## src/rtl/vn2d_pkg.sv

```systemverilog
`timescale 1ns / 1ps
// ----------------------------------------------------------------------------
// vn2d_pkg
// Shared constants, types and the cosine weight table for the 2D value
// noise sampler.
// ----------------------------------------------------------------------------
package vn2d_pkg;

    localparam int ROW_STEP        = 57;
    localparam int COORD_FRAC_BITS = 16;
    localparam int COS_TABLE_DEPTH = 1024;

    localparam int HALF_STEPS = 2 * COS_TABLE_DEPTH;
    localparam int KW         = $clog2(HALF_STEPS + 1);
    localparam int AW         = $clog2(COS_TABLE_DEPTH + 1);
    localparam int POSW       = 32 + COORD_FRAC_BITS;
    localparam int WW         = 17;

    localparam logic [63:0] PI_Q30  = 64'd3373259426;
    localparam logic [63:0] ONE_Q30 = 64'd1073741824;

    localparam logic [31:0] HASH_MUL  = 32'd60493;
    localparam logic [31:0] HASH_ADD1 = 32'd19990303;
    localparam logic [31:0] HASH_ADD2 = 32'd3521384707;

    typedef logic [WW-1:0] t_wtab [0:COS_TABLE_DEPTH];

    // Restoring long division, used only while the table is built
    function automatic logic [63:0] udiv64(input logic [63:0] a, input logic [63:0] b);
        logic [63:0] q;
        logic [64:0] r;
        q = '0;
        r = '0;
        for (int i = 63; i >= 0; i--) begin
            r = {r[63:0], a[i]};
            if (r >= {1'b0, b}) begin
                r    = r - {1'b0, b};
                q[i] = 1'b1;
            end
        end
        return q;
    endfunction

    // Quarter-period table: (1 - cos(pi*j/H)) / 2 in Q0.16, Taylor series in Q30
    function automatic t_wtab build_wtab();
        t_wtab       t;
        logic [63:0] th;
        logic [63:0] th2;
        logic [63:0] term;
        logic [63:0] sum;
        logic [63:0] dv;
        logic        sub;
        for (int j = 0; j <= COS_TABLE_DEPTH; j++) begin
            th   = udiv64(PI_Q30 * 64'(j), 64'(HALF_STEPS));
            th2  = (th * th) >> 30;
            term = th2 >> 1;
            sum  = term;
            sub  = 1'b1;
            for (int n = 2; n < 40; n++) begin
                if (term != 64'd0) begin
                    dv   = 64'((2 * n - 1) * (2 * n));
                    term = udiv64((term * th2) >> 30, dv);
                    if (sub) begin
                        sum = (sum >= term) ? sum - term : 64'd0;
                    end else begin
                        sum = sum + term;
                    end
                    sub = !sub;
                end
            end
            if (sum > ONE_Q30) begin
                sum = ONE_Q30;
            end
            t[j] = WW'((sum + 64'd16384) >> 15);
        end
        return t;
    endfunction

endpackage

```

## src/rtl/vn2d_pos.sv

```systemverilog
`timescale 1ns / 1ps
// ----------------------------------------------------------------------------
// vn2d_pos
// Two-stage scaled position: offset + floor(coord * frequency).
// ----------------------------------------------------------------------------
module vn2d_pos (
    input  logic                      i_clk,
    input  logic                      i_en,
    input  logic [47:0]               i_coord,
    input  logic [47:0]               i_offset,
    input  logic [23:0]               i_freq,
    output logic [vn2d_pkg::POSW-1:0] o_pos
);
    import vn2d_pkg::*;

    logic [55:0]        r_plo;
    logic signed [40:0] r_phi;
    logic [47:0]        r_off;
    logic [POSW-1:0]    r_pos;
    logic [POSW-1:0]    n_pos;
    logic [63:0]        hi_ext;

    // Split the 48-bit coordinate so each product stays narrow
    always_ff @(posedge i_clk) begin
        if (i_en) begin
            r_plo <= 56'(i_coord[31:0]) * 56'(i_freq);
            r_phi <= $signed(i_coord[47:32]) * $signed({1'b0, i_freq});
            r_off <= i_offset;
            r_pos <= n_pos;
        end
    end

    always_comb begin
        hi_ext = 64'($signed(r_phi)) << (32 - COORD_FRAC_BITS);
        n_pos  = POSW'(64'($signed(r_off)) + hi_ext + 64'(r_plo >> COORD_FRAC_BITS));
    end

    assign o_pos = r_pos;
endmodule

```

## config.mk

```make
export PLATFORM = sky130hd
export DESIGN_NAME = vn2d_pos
export DESIGN_NICKNAME = d
export VERILOG_FILES = /design/src/rtl/vn2d_pkg.sv /design/src/rtl/vn2d_pos.sv
export SDC_FILE = /design/constraint.sdc
export NUM_CORES = 2
export LEC_CHECK = 0
export BUFFER_PORTS_ARGS = -buffer_cell sky130_fd_sc_hd__buf_2
export CAP_MARGIN = 30
export CORE_MARGIN = 2
export CORE_UTILIZATION = 50
export DETAILED_ROUTE_END_ITERATION = 12
export GPL_TIMING_DRIVEN = 0
export PLACE_DENSITY = 0.78
export SYNTH_ARGS = -nofsm -noshare
export SYNTH_HDL_FRONTEND = slang
export SYNTH_SLANG_ARGS = --single-unit
export TNS_END_PERCENT = 5
```

## constraint.sdc

```tcl
create_clock -name i_clk -period 9.9 [get_ports i_clk]
set_input_delay 1.98 -clock i_clk [delete_from_list [all_inputs] [get_ports i_clk]]
set_output_delay 1.98 -clock i_clk [all_outputs]
set_load 0.005 [all_outputs]
```

== After elaboration in Yosys (flattened, before gate mapping) ==
Cells that the tools add are included.
Widths: inputs -> output; s select.
Word-level totals
  register bits after elaboration: 184
Cells by class
  multipliers: 2
  $add $sub $neg: 2
Operators by type and width (number)
  $mul 32x24->56: 1
  $add 48x41->48: 1
  $add 48x48->48: 1
  $mul 16x25->32: 1

== Logic depth before layout (Yosys ltp) ==
  depth in word-level cells: 2
  gate-level depth with buffers: 28
  depth with buffers taken out: 25

== Worst setup path before layout ==
Ideal clock, no wire load.
  path kind: input to register
  from: input port i_freq[9]
  to: register r_plo[53] (data pin)
  arrival time: 8.500 ns
  buffers on the path: 2
  library setup time: 0.266 ns
  stages: 26
  setup slack: 1.133 ns
  cells stage by stage: clkbuf_1 -> clkbuf_1 -> nand2_1 -> fa_1 -> fa_1 -> inv_1 -> fa_1 -> inv_1 -> fa_1 -> inv_1 -> fa_1 -> fa_1 -> inv_1 -> fa_1 -> inv_1 -> ha_1 -> a21o_1 -> a21o_1 -> a21oi_1 -> o21ai_0 -> a221oi_1 -> a211oi_1 -> o31ai_1 -> a31oi_1 -> a2111oi_0 -> nor2_1
On the way
  word-level cells in the longest chain between the ends: 1
Ends and longest elaborated chain
  start, declared: line vn2d_pos.sv:11  | input logic [23:0] i_freq,
  $mul 32x24->56: line vn2d_pos.sv:26  | r_plo <= 56'(i_coord[31:0]) * 56'(i_freq);
  end signal, assigned: line vn2d_pos.sv:26
  end, declared: line vn2d_pos.sv:16  | logic [55:0] r_plo;
No other way between the ends.
A chain may end at the register's enable or synchronous reset.

== Worst setup path in the final report ==
  from: input port i_freq[18]
  to: register r_plo[47] (data pin)
Same word-level chain as after synthesis.

==> results_dict.tcl <==
set metrics [dict create \
    run_status "complete, no violations" \
    antenna_found_initial 28 \
    drcViolationCount 0 \
    cts.repair_timing.setup_buffer_count 0 \
    cp.required_ns 10.16 \
    top_area_cells_in_the_synthesized_netlist "fa_1 (45%), edfxtp_1 (12%), ha_1 (9.9%), inv_1 (9.0%), and2_1 (7.5%)" \
    die_width_um 298.2 \
    grt_start_max_net_pins 91 \
    synth-main-ff-cell "edfxtp_1" \
    placed_cell_area_um2 45630 \
    timing.max_slew.rel_slack_pct 22.76 \
    routed-via-count 33270 \
    clockBufferDepth 2 \
    ios 170 \
    finalInstanceArea_um2 46520 \
    layout_common_cells "inv_1 (1039), fa_1 (963), nand2_1 (653)" \
    final-max-slew-violation-count 0 \
    post_route_cells_drive_above_1_share_pct 5.738 \
    mappedNetlistArea_um2 43280 \
    drt_first_iter_violations 3037 \
    clock-root-buffer "clkbuf_16" \
    synthesis.instances 4527 \
    nNetsFinal 6138 \
    path_clk_slew_ns 0.07 \
    timing.critical_path.mode_cell "fa_1" \
    setup_repair_after_global_routing_missed_its_margin "yes" \
    worst_pin_slew_ns 1.159 \
    clkSinkCount 168 \
    yosysTopAreaCellShare_pct 44.54 \
    layout.cells.non_filler 5884 \
    critPathMaxFanout 10 \
    worstSetupStartpointType "input port" \
    htreeDepth 4 \
    hp-class "register to register" \
    yosysWarningCount 0 \
    final_period_demand_of_the_worst_path_ns 9.881 \
    grt_usage_pct 32.73 \
    timing.max_cap.violations 0 \
    synth.yosys.seq_area_share_pct 11.66 \
    grt_first_pass_wirelength_mm 212.9 \
    initial_core_utilization_pct 50.67 \
    mappedNetlistNets 5955 \
    core_um2 85410 \
    die_h_um 298.2 \
    final_gp_congestion 1.049 \
    final_period_utilization_pct 99.81 \
    postRouteAntennaNets 0 \
    via_count_of_the_first_global_routing_pass 35210 \
    timing.final.setup_violations 0 \
    timing.reg2reg.setup_slack_ns 4.93 \
    area_growth_pct 7.490 \
    worstPathArrival_ns 10.14 \
    postSynthRegisterBits 168 \
    crit_end_category "register" \
    timing.setup.critical_path_class "input port to register" \
    cts_inserted_buffers 17 \
    worst_hold_slack_ns 0.5358 \
    portBuffers 150 \
    dr.pass1.iters 6 \
    die-area_um2 88930 \
    cts_hold_repair.buffers 0 \
    global_route.overflow_total 0 \
    cts_tree "done" \
    drt_wl_total_mm 141.2 \
    cp.buffers_inverters 6 \
    instance_count_after_placement_with_tap_cells_included 5831 \
    totalNegativeSetupSlack_ns 0 \
    insertion_delay_ns 0.50 \
    vias_per_cell 5.654 \
    clock.fmax_ghz 0.1012 \
    synth.avg_cell_area_um2 9.561 \
    number_of_rows_created_at_floorplan 107 \
    fill_cells 7677 \
    finalClockSkew_ns 0.01520 \
    detailed_place_hpwl_mm 118.1 \
    yosys_top_cell_by_area "fa_1" \
    routed_wire_length_per_instance_um 23.99 \
    final_common_cell "inv_1" \
    synthDistinctLibCells 61 \
    critical_path.max_stage_delay_ns 0.70 \
    synth_enable_flop_cells 168 \
    crit_family "adder cells" \
    critPathSlowestCell "clkbuf_1" \
    asyncSetResetFlopFracSynth_pct 0 \
    timing_hold_violations_final 0 \
]
## worst register-to-register path: stages (launching register included)
cell and delay, ns:
edfxtp_1 0.43, ha_1 0.32, ha_1 0.22, fa_1 0.46
a21o_1 0.20, a221oi_2 0.46, a21oi_1 0.29, a2111oi_4 0.79
o41ai_1 0.30, a221oi_2 0.46, o221ai_1 0.20, a21o_1 0.25
a221oi_2 0.27, xnor2_1 0.09
## path summary, 6_finish.rpt
check        startpoint   endpoint  cells past startpoint
max          i_freq[18]  r_plo[47]                     25
min            r_off[0]   o_pos[0]                      1
max reg2reg   r_plo[17]  o_pos[41]                     13
min reg2reg    r_off[0]   o_pos[0]                      1
## cells in the mapped netlist, types with 3 or more instances
library cell  count
and2_1          516
ha_1            343
a21o_1           73
nor2_1           59
o31ai_1           4
o21a_1           15
o211ai_1          5
a221oi_1          5
or2_2             3
fa_1            963
edfxtp_1        168
and3_1           13
a21oi_1          96
xnor2_1          89
o21ai_1          21
and4_1            8
clkbuf_1        219
nor2b_1          11
a221oi_2          3
nand3_1          14
or3_1             5
a41oi_1           4
a31oi_1          16
a221o_1           3
inv_1          1039
nand2_1         653
nand4_1           9
a2111oi_0         4
o21bai_1         16
xor2_1           39
o21ai_0          21
nand2b_1         23
nor3_1           17
a211oi_1         11
## logic make-up after synthesis
group                    share of synthesized area (%)
AO/OA/AOI/OAI                                    5.128
XOR/XNOR                                         2.590
multiplexers                                   0.02313
flip-flops                                       11.66
adder cells (fa/ha/maj)                          54.46
AND/OR/NAND/NOR                                  15.20
buffers and inverters                            10.94
## sequential cells by signal, indices dropped and copies added, names as in the netlist
register,count
r_off,48
r_plo,40
r_phi,32
o_pos,48
## metrics by stage
step	setup slack, ns	util (%)
floorplan	1.133	-
CTS	-0.01273	54.25
detailed placement	-1.377	53.42
global placement	-1.904	53.23
finish	0.01900	54.47
global route	-0.1020	54.44
## area by class of cell
type / count / area [um2] / share of cell area [%]
Multi-Input combinational cell: 3099 / 33590 / 72.20
Sequential cell: 168 / 5045 / 10.84
Inverter: 1039 / 3900 / 8.383
Tap cell: 1144 / 1431 / 3.077
Timing Repair Buffer: 167 / 988.4 / 2.125
Buffer: 218 / 899.6 / 1.934
Clock buffer: 17 / 425.4 / 0.9144
Clock inverter: 15 / 200.2 / 0.4303
Antenna cell: 17 / 42.54 / 0.09144
## per-layer routing
| metal | global-route usage (%) | wire (um) |
|---|---|---|
| met1 | 40.87 | 50520 |
| met2 | 49.59 | 62070 |
| met3 | 10.28 | 17900 |
| met4 | 20.38 | 10560 |
| met5 | 0 | 96 |
## what timing repair did
| action | CTS | global route |
|---|---|---|
| setup endpoints to repair | 22 | 16 |
| gates cloned | 0 | 0 |
| pin swaps | 0 | 2 |
| resized for setup | 46 | 36 |
| endpoints found under the hold margin | 0 | 0 |
Power is left out: the tool's default activity adds up to more than one toggle a clock period on the data nets, which glitch-free logic cannot reach.
