$ cat config.mk
export PLATFORM = sky130hd
export DESIGN_NAME = vn2d_hash
export DESIGN_NICKNAME = d
export VERILOG_FILES = /design/src/rtl/vn2d_pkg.sv /design/src/rtl/vn2d_hash.sv
export SDC_FILE = /design/constraint.sdc
export NUM_CORES = 2
export LEC_CHECK = 0
export ABC_AREA = 1
export BUFFER_PORTS_ARGS = -buffer_cell sky130_fd_sc_hd__buf_2
export CAP_MARGIN = 10
export CORE_ASPECT_RATIO = 0.75
export CORE_MARGIN = 8
export CORE_UTILIZATION = 60
export CTS_CLUSTER_DIAMETER = 200
export DETAILED_ROUTE_END_ITERATION = 12
export HOLD_SLACK_MARGIN = 0.02
export MAX_ROUTING_LAYER = met4
export PLACE_DENSITY = 0.78
export SYNTH_ARGS = -nofsm -noshare
export SYNTH_HDL_FRONTEND = slang
export SYNTH_SLANG_ARGS = --single-unit
$ cat constraint.sdc
create_clock -name i_clk -period 9.44 [get_ports i_clk]
set_input_delay 1.416 -clock i_clk [delete_from_list [all_inputs] [get_ports i_clk]]
set_output_delay 1.416 -clock i_clk [all_outputs]
set_load 0.1 [all_outputs]
$ cat src/rtl/vn2d_pkg.sv
`timescale 1ns / 1ps
// ----------------------------------------------------------------------------
// vn2d_pkg
// Shared constants, types and the cosine weight table for the 2D value
// noise sampler.
// ----------------------------------------------------------------------------
package vn2d_pkg;

    localparam int ROW_STEP        = 57;
    localparam int COORD_FRAC_BITS = 16;
    localparam int COS_TABLE_DEPTH = 1024;

    localparam int HALF_STEPS = 2 * COS_TABLE_DEPTH;
    localparam int KW         = $clog2(HALF_STEPS + 1);
    localparam int AW         = $clog2(COS_TABLE_DEPTH + 1);
    localparam int POSW       = 32 + COORD_FRAC_BITS;
    localparam int WW         = 17;

    localparam logic [63:0] PI_Q30  = 64'd3373259426;
    localparam logic [63:0] ONE_Q30 = 64'd1073741824;

    localparam logic [31:0] HASH_MUL  = 32'd60493;
    localparam logic [31:0] HASH_ADD1 = 32'd19990303;
    localparam logic [31:0] HASH_ADD2 = 32'd3521384707;

    typedef logic [WW-1:0] t_wtab [0:COS_TABLE_DEPTH];

    // Restoring long division, used only while the table is built
    function automatic logic [63:0] udiv64(input logic [63:0] a, input logic [63:0] b);
        logic [63:0] q;
        logic [64:0] r;
        q = '0;
        r = '0;
        for (int i = 63; i >= 0; i--) begin
            r = {r[63:0], a[i]};
            if (r >= {1'b0, b}) begin
                r    = r - {1'b0, b};
                q[i] = 1'b1;
            end
        end
        return q;
    endfunction

    // Quarter-period table: (1 - cos(pi*j/H)) / 2 in Q0.16, Taylor series in Q30
    function automatic t_wtab build_wtab();
        t_wtab       t;
        logic [63:0] th;
        logic [63:0] th2;
        logic [63:0] term;
        logic [63:0] sum;
        logic [63:0] dv;
        logic        sub;
        for (int j = 0; j <= COS_TABLE_DEPTH; j++) begin
            th   = udiv64(PI_Q30 * 64'(j), 64'(HALF_STEPS));
            th2  = (th * th) >> 30;
            term = th2 >> 1;
            sum  = term;
            sub  = 1'b1;
            for (int n = 2; n < 40; n++) begin
                if (term != 64'd0) begin
                    dv   = 64'((2 * n - 1) * (2 * n));
                    term = udiv64((term * th2) >> 30, dv);
                    if (sub) begin
                        sum = (sum >= term) ? sum - term : 64'd0;
                    end else begin
                        sum = sum + term;
                    end
                    sub = !sub;
                end
            end
            if (sum > ONE_Q30) begin
                sum = ONE_Q30;
            end
            t[j] = WW'((sum + 64'd16384) >> 15);
        end
        return t;
    endfunction

endpackage

$ cat src/rtl/vn2d_hash.sv
`timescale 1ns / 1ps
// ----------------------------------------------------------------------------
// vn2d_hash
// Four-stage lattice hash; returns the corner value in Q1.30.
// ----------------------------------------------------------------------------
module vn2d_hash (
    input  logic               i_clk,
    input  logic               i_en,
    input  logic [31:0]        i_idx,
    output logic signed [31:0] o_corner
);
    import vn2d_pkg::*;

    logic [31:0]        r_n0;
    logic [31:0]        r_n1;
    logic [31:0]        r_n2;
    logic [31:0]        r_m1;
    logic [31:0]        r_m2;
    logic signed [31:0] r_corner;
    logic [31:0]        m3;

    assign m3 = r_m2 * r_n2 + HASH_ADD2;

    always_ff @(posedge i_clk) begin
        if (i_en) begin
            r_n0     <= i_idx ^ (i_idx << 13);
            r_m1     <= r_n0 * r_n0;
            r_n1     <= r_n0;
            r_m2     <= r_m1 * HASH_MUL + HASH_ADD1;
            r_n2     <= r_n1;
            r_corner <= 32'sd1073741824 - $signed({1'b0, m3[30:0]});
        end
    end

    assign o_corner = r_corner;
endmodule

==> Yosys cells after proc, flatten, opt, wreduce, memory -nomap -nowiden <==
Index checks and enable logic that the tools add are counted.
W data, S select, Z words.
{ "word_totals": {"wordCells": 13, "inputBits": 34, "reg_bits": 192, "out_inout_bits": 32} }
{ "classes": {"bitwise": 1, "multipliers": 3, "n_addsub": 3} }
{ "op_table": {"columns": ["cell", "count"], "rows": [
  ["$add A32 B25 Y32 const B", 1],
  ["$mul A32 B16 Y32 const B", 1],
  ["$mul A32 B32 Y31", 1],
  ["$mul A32 B32 Y32", 1],
  ["$sub A31 B31 Y32 const A", 1],
  ["$xor A32 B32 Y32", 1],
  ["$add A31 B31 Y31 const B", 1]
]} }

==> Longest topological paths before layout <==
{ "depth": {"word_depth": 3, "mapped_depth": 40, "depth_no_buf": 38} }

==> Worst setup path before layout <==
Ideal clock, no wire load.
{ "synth_path": {"kind": "register to register", "startpoint": "reg r_n0[2]", "endpoint": "reg r_m1[30], data pin", "arrival_ps": 6714, "path_stages_with_launch": 31, "setup_time_ps": 252, "required_ps": 9188, "slack_ps": 2474, "synth_period_minus_slack_ps": 6966, "n_path_buf": 2, "cell_sequence": "edfxtp_1 > clkbuf_1 > buf_1 > nand2_1 > fa_1 > inv_1 > fa_1 > inv_1 > fa_1 > inv_1 > fa_1 > inv_1 > fa_1 > inv_1 > fa_1 > fa_1 > inv_1 > fa_1 > inv_1 > ha_1 > nand4_1 > nor2_1 > nand4_1 > nand3_1 > nand2_1 > o211ai_1 > a21oi_1 > o21ai_0 > inv_1 > nand2_1 > nand2_1"} }
{ "synth_via": {"elab_chain_len": 1} }
{ "synth_rtl": {"columns": ["item", "line", "rtl"], "rows": [
  ["from (decl)", "vn2d_hash.sv:14", "logic [31:0] r_n0;"],
  ["from (signal assigned)", "vn2d_hash.sv:26", "r_n0 <= i_idx ^ (i_idx << 13);"],
  ["$mul A32 B32 Y32", "vn2d_hash.sv:27", "r_m1 <= r_n0 * r_n0;"],
  ["to (signal assigned)", "vn2d_hash.sv:27", null],
  ["to (decl)", "vn2d_hash.sv:17", "logic [31:0] r_m1;"]
]} }
No other way between the ends.
A chain may end at the register's enable or synchronous reset.

==> Final worst setup path <==
{ "layout_path": {"startpoint": "reg r_m2[5]", "endpoint": "reg r_corner[28], in the netlist o_corner[28], data pin"} }
{ "layout_via": {"elab_chain_len": 3} }
{ "layout_rtl": {"columns": ["item", "line", "rtl"], "rows": [
  ["from (decl)", "vn2d_hash.sv:18", "logic [31:0] r_m2;"],
  ["from (signal assigned)", "vn2d_hash.sv:29", "r_m2 <= r_m1 * HASH_MUL + HASH_ADD1;"],
  ["$mul A32 B32 Y31", "vn2d_hash.sv:22", "assign m3 = r_m2 * r_n2 + HASH_ADD2;"],
  ["$add A31 B31 Y31", "vn2d_hash.sv:22", null],
  ["$sub A31 B31 Y32", "vn2d_hash.sv:31", "r_corner <= 32'sd1073741824 - $signed({1'b0, m3[30:0]});"],
  ["to (signal assigned)", "vn2d_hash.sv:31", null],
  ["to (decl)", "vn2d_hash.sv:19", "logic signed [31:0] r_corner;"]
]} }
No other way between the ends.

==> impl_metrics.yaml <==
route:
  drc: 0
  vias: 31200
  drt-pass1-iter-count: 6
  avgViaCountPerCell: 5.21
  postRouteWirelength_um: 103000
  ant_nets: 0
  drtIter0Drc: 2556
  wl_per_cell_um: 17.1
final_layout:
  fillers: 5781
  antenna_cells: 0
  areaGrowthSynthToFinish_pct: 4.63
  fin_nets: 6331
  drive_gt1_share_pct: 3.51
worst_hold_path:
  hold_depth: 0
  hp-start: "r_n1[11]"
  worstHoldEndpoint: "r_n2[11]"
  hold_path.class: "reg -> reg"
sta:
  final-hold-violation-count: 0
  post-route-period-util_pct: 86.3
  tightest_slew_ns: 1.10
  setup_viol: 0
  finalClockSkew_ns: 0.0153
  relSlewSlack_pct: 27.0
  rsz0062_at_grt: "false"
  finalMaxSlewViolations: 0
  setup_tns_ns: 0
  fmax_mhz: 123
  finalCriticalPeriod_ns: 8.15
clock_network:
  clk_latency_ns: 0.47
  hold_buffers: 0
  cts_buffers: 17
  clkTransAtPathRegs_ns: 0.07
  cts_setup_buffers: 0
  cts_tree: "built"
  clock-sinks: 184
  root_buffer: "clkbuf_16"
  ctsLongestPathBuffers: 2
  cts_resized: 0
  htreeDepth: 4
yosys:
  syn_inst: 5036
  synth_warnings: 0
  synth_compound_area_share_pct: 2.35
  yosys.area_share.simple_pct: 13.3
  synthTopCellsByCount: "inv_1 (1685), nand2_1 (1107), fa_1 (864)"
  synth-xor-area-share_pct: 3.41
  synth.most_common_cell: "inv_1"
  yosysSeqAreaShare_pct: 12.9
  synth-edff-count: 184
  synthMuxAreaShare_pct: 0
  synth_cell_type_count: 49
  syn_area_mm2: 0.0430
  synth-seq-cells: 184
  synthArstFlopShare_pct: 0
  synthFlopType: "edfxtp_1"
  syn_area_per_cell_um2: 8.54
  synth.area.top_cells: "fa_1 (40%), inv_1 (15%), edfxtp_1 (13%)"
  synth_fa_ha_area_share_pct: 52.0
  synth_largest_area_cell: "fa_1"
  synth_top_family_by_area: "adder cells"
  synth.top_cell.area_share_pct: 40.2
run:
  drv_cap: 0
global_routing:
  grt_pass1_wl_um: 171000
  grt_usage_pct: 27.5
  grt_max_degree: 77
  gr-total-overflow: 0
  antenna_found_initial: 0
  grt_pass1_vias: 33200
die:
  fp.dieArea_mm2: 0.0806
  coreArea_mm2: 0.0714
  rows: 85
  die_y_um: 248
  die_w_um: 325
  io-pin-count: 66
  start_util_pct: 60.2
worst_setup_path:
  r2r_end: "o_corner[28]"
  r2r-start: "r_m2[5]"
  cp_max_fo: 17
  cp.required_ns: 9.66
  crit_type: "reg -> reg"
  slowest_stage: "edfxtp_1"
  worst-r2r-setup-slack_ns: 1.29
  slowest_delay_ns: 1.01
  cp_num_buf_inv: 6
  startpoint_type: "register"
  crit_family: "adder cells"
  r2r_cells: 26
  crit_top_cell: "fa_1"
  cp.arrival_ns: 8.37
  worst_setup_path_end_kind: "register"
placement:
  hpwlAfterDp_um: 87300
  gp_congestion: 0.968
  port_buffers: 64
status:
  status: "finished, final reports clean"
==> layout make-up <==
cell class	instances	area [um^2]	share of cell area, %
multi-input cells	3021	30600	68.0
clock buffers	17	425	0.946
clock inverters	15	209	0.465
well taps	957	1200	2.66
flip-flops and latches	184	5530	12.3
repair buffers	109	667	1.48
inverters	1696	6370	14.2
==> sequential cells by signal (all words and copies together), names as in the netlist <==
name / flops
r_n1: 31
r_m1: 29
r_n0: 31
r_m2: 30
r_n2: 31
o_corner: 32
==> worst max path at each step <==
stage | from | endpoint | cells past startpoint
after floorplan | r_n0[2] | r_m1[30] | 30
after global placement | r_n2[5] | o_corner[28] | 28
after detailed placement | r_n2[5] | o_corner[28] | 28
after CTS | r_n2[5] | o_corner[28] | 33
after global routing | r_n2[5] | o_corner[28] | 33
final | r_m2[5] | o_corner[28] | 26
==> cell usage in the layout (no fill, tap or decap), types with 3 or more instances in the layout <==
| cell | count |
|---|---|
| o21bai_1 | 10 |
| inv_8 | 3 |
| nor3_1 | 19 |
| a21o_1 | 17 |
| buf_2 | 63 |
| nand3_2 | 3 |
| nor2_4 | 5 |
| inv_2 | 10 |
| a31oi_1 | 5 |
| o21ai_0 | 35 |
| a211oi_1 | 3 |
| conb_1 | 7 |
| nand2_1 | 1107 |
| edfxtp_1 | 184 |
| inv_1 | 1685 |
| o21ai_1 | 5 |
| xnor2_1 | 69 |
| clkbuf_16 | 17 |
| nor2_2 | 3 |
| nor2_1 | 90 |
| nand2_2 | 5 |
| o211ai_1 | 4 |
| a21oi_1 | 85 |
| bufinv_16 | 3 |
| buf_4 | 45 |
| xor2_1 | 91 |
| nor4_1 | 4 |
| ha_1 | 404 |
| nand4_1 | 36 |
| inv_6 | 3 |
| fa_1 | 864 |
| nand3_1 | 106 |
| nand3b_1 | 18 |
| xnor2_2 | 3 |
==> logic make-up after synthesis <==
logic type | count (synthesis)
AOI/OAI and AO/OA | 176
xor gates and xnor gates | 164
adders and majority gates | 1268
buffers and inverters | 1836
DFF | 184
other | 2
and+or+nand+nor | 1406
==> worst reg2reg max path, stage by stage (launching register included) <==
cell      delay, ns
edfxtp_1       1.01
buf_4          0.35
nand2_1        0.07
inv_1          0.09
fa_1           0.43
fa_1           0.51
inv_1          0.05
fa_1           0.46
fa_1           0.52
inv_1          0.04
ha_1           0.29
fa_1           0.47
fa_1           0.51
inv_1          0.05
fa_1           0.52
inv_1          0.06
ha_1           0.36
a21oi_1        0.29
o21ai_0        0.21
a21oi_1        0.26
nand3_1        0.20
xnor2_2        0.38
nand3_1        0.17
nor3_1         0.34
nand3_1        0.12
nand2_1        0.09
nand2_1        0.06
==> routing by layer <==
metal | vias up | share of wire (%) | routed length (um) | GRT usage, %
met2 | 1417 | 45 | 46100 | 42.3
met4 | 0 | 3.1 | 3160 | 7.56
met1 | 15300 | 42 | 43000 | 37.2
met3 | 213 | 10 | 10500 | 5.80
li1 | 14300 | - | - | -
met5 | - | 0 | 0 | -
==> metrics by stage <==
step / instances / area (um^2) / utilization (%) / hold WS (ns) / setup slack (ns)
after floorplan: 5041 / 43000 / - / 0.400 / 2.47
after global placement: 5967 / 44300 / 62.1 / 0.401 / 1.62
after detailed placement: 5967 / 44300 / 62.1 / 0.405 / 1.49
after CTS: 5999 / 45000 / 63.0 / 0.420 / 1.48
after global routing: 5999 / 45000 / 63.0 / 0.424 / 1.06
final: 5999 / 45000 / 63.0 / 0.418 / 1.29
Power is left out: the tool's default activity adds up to more than one toggle a clock period on the data nets, which glitch-free logic cannot reach.
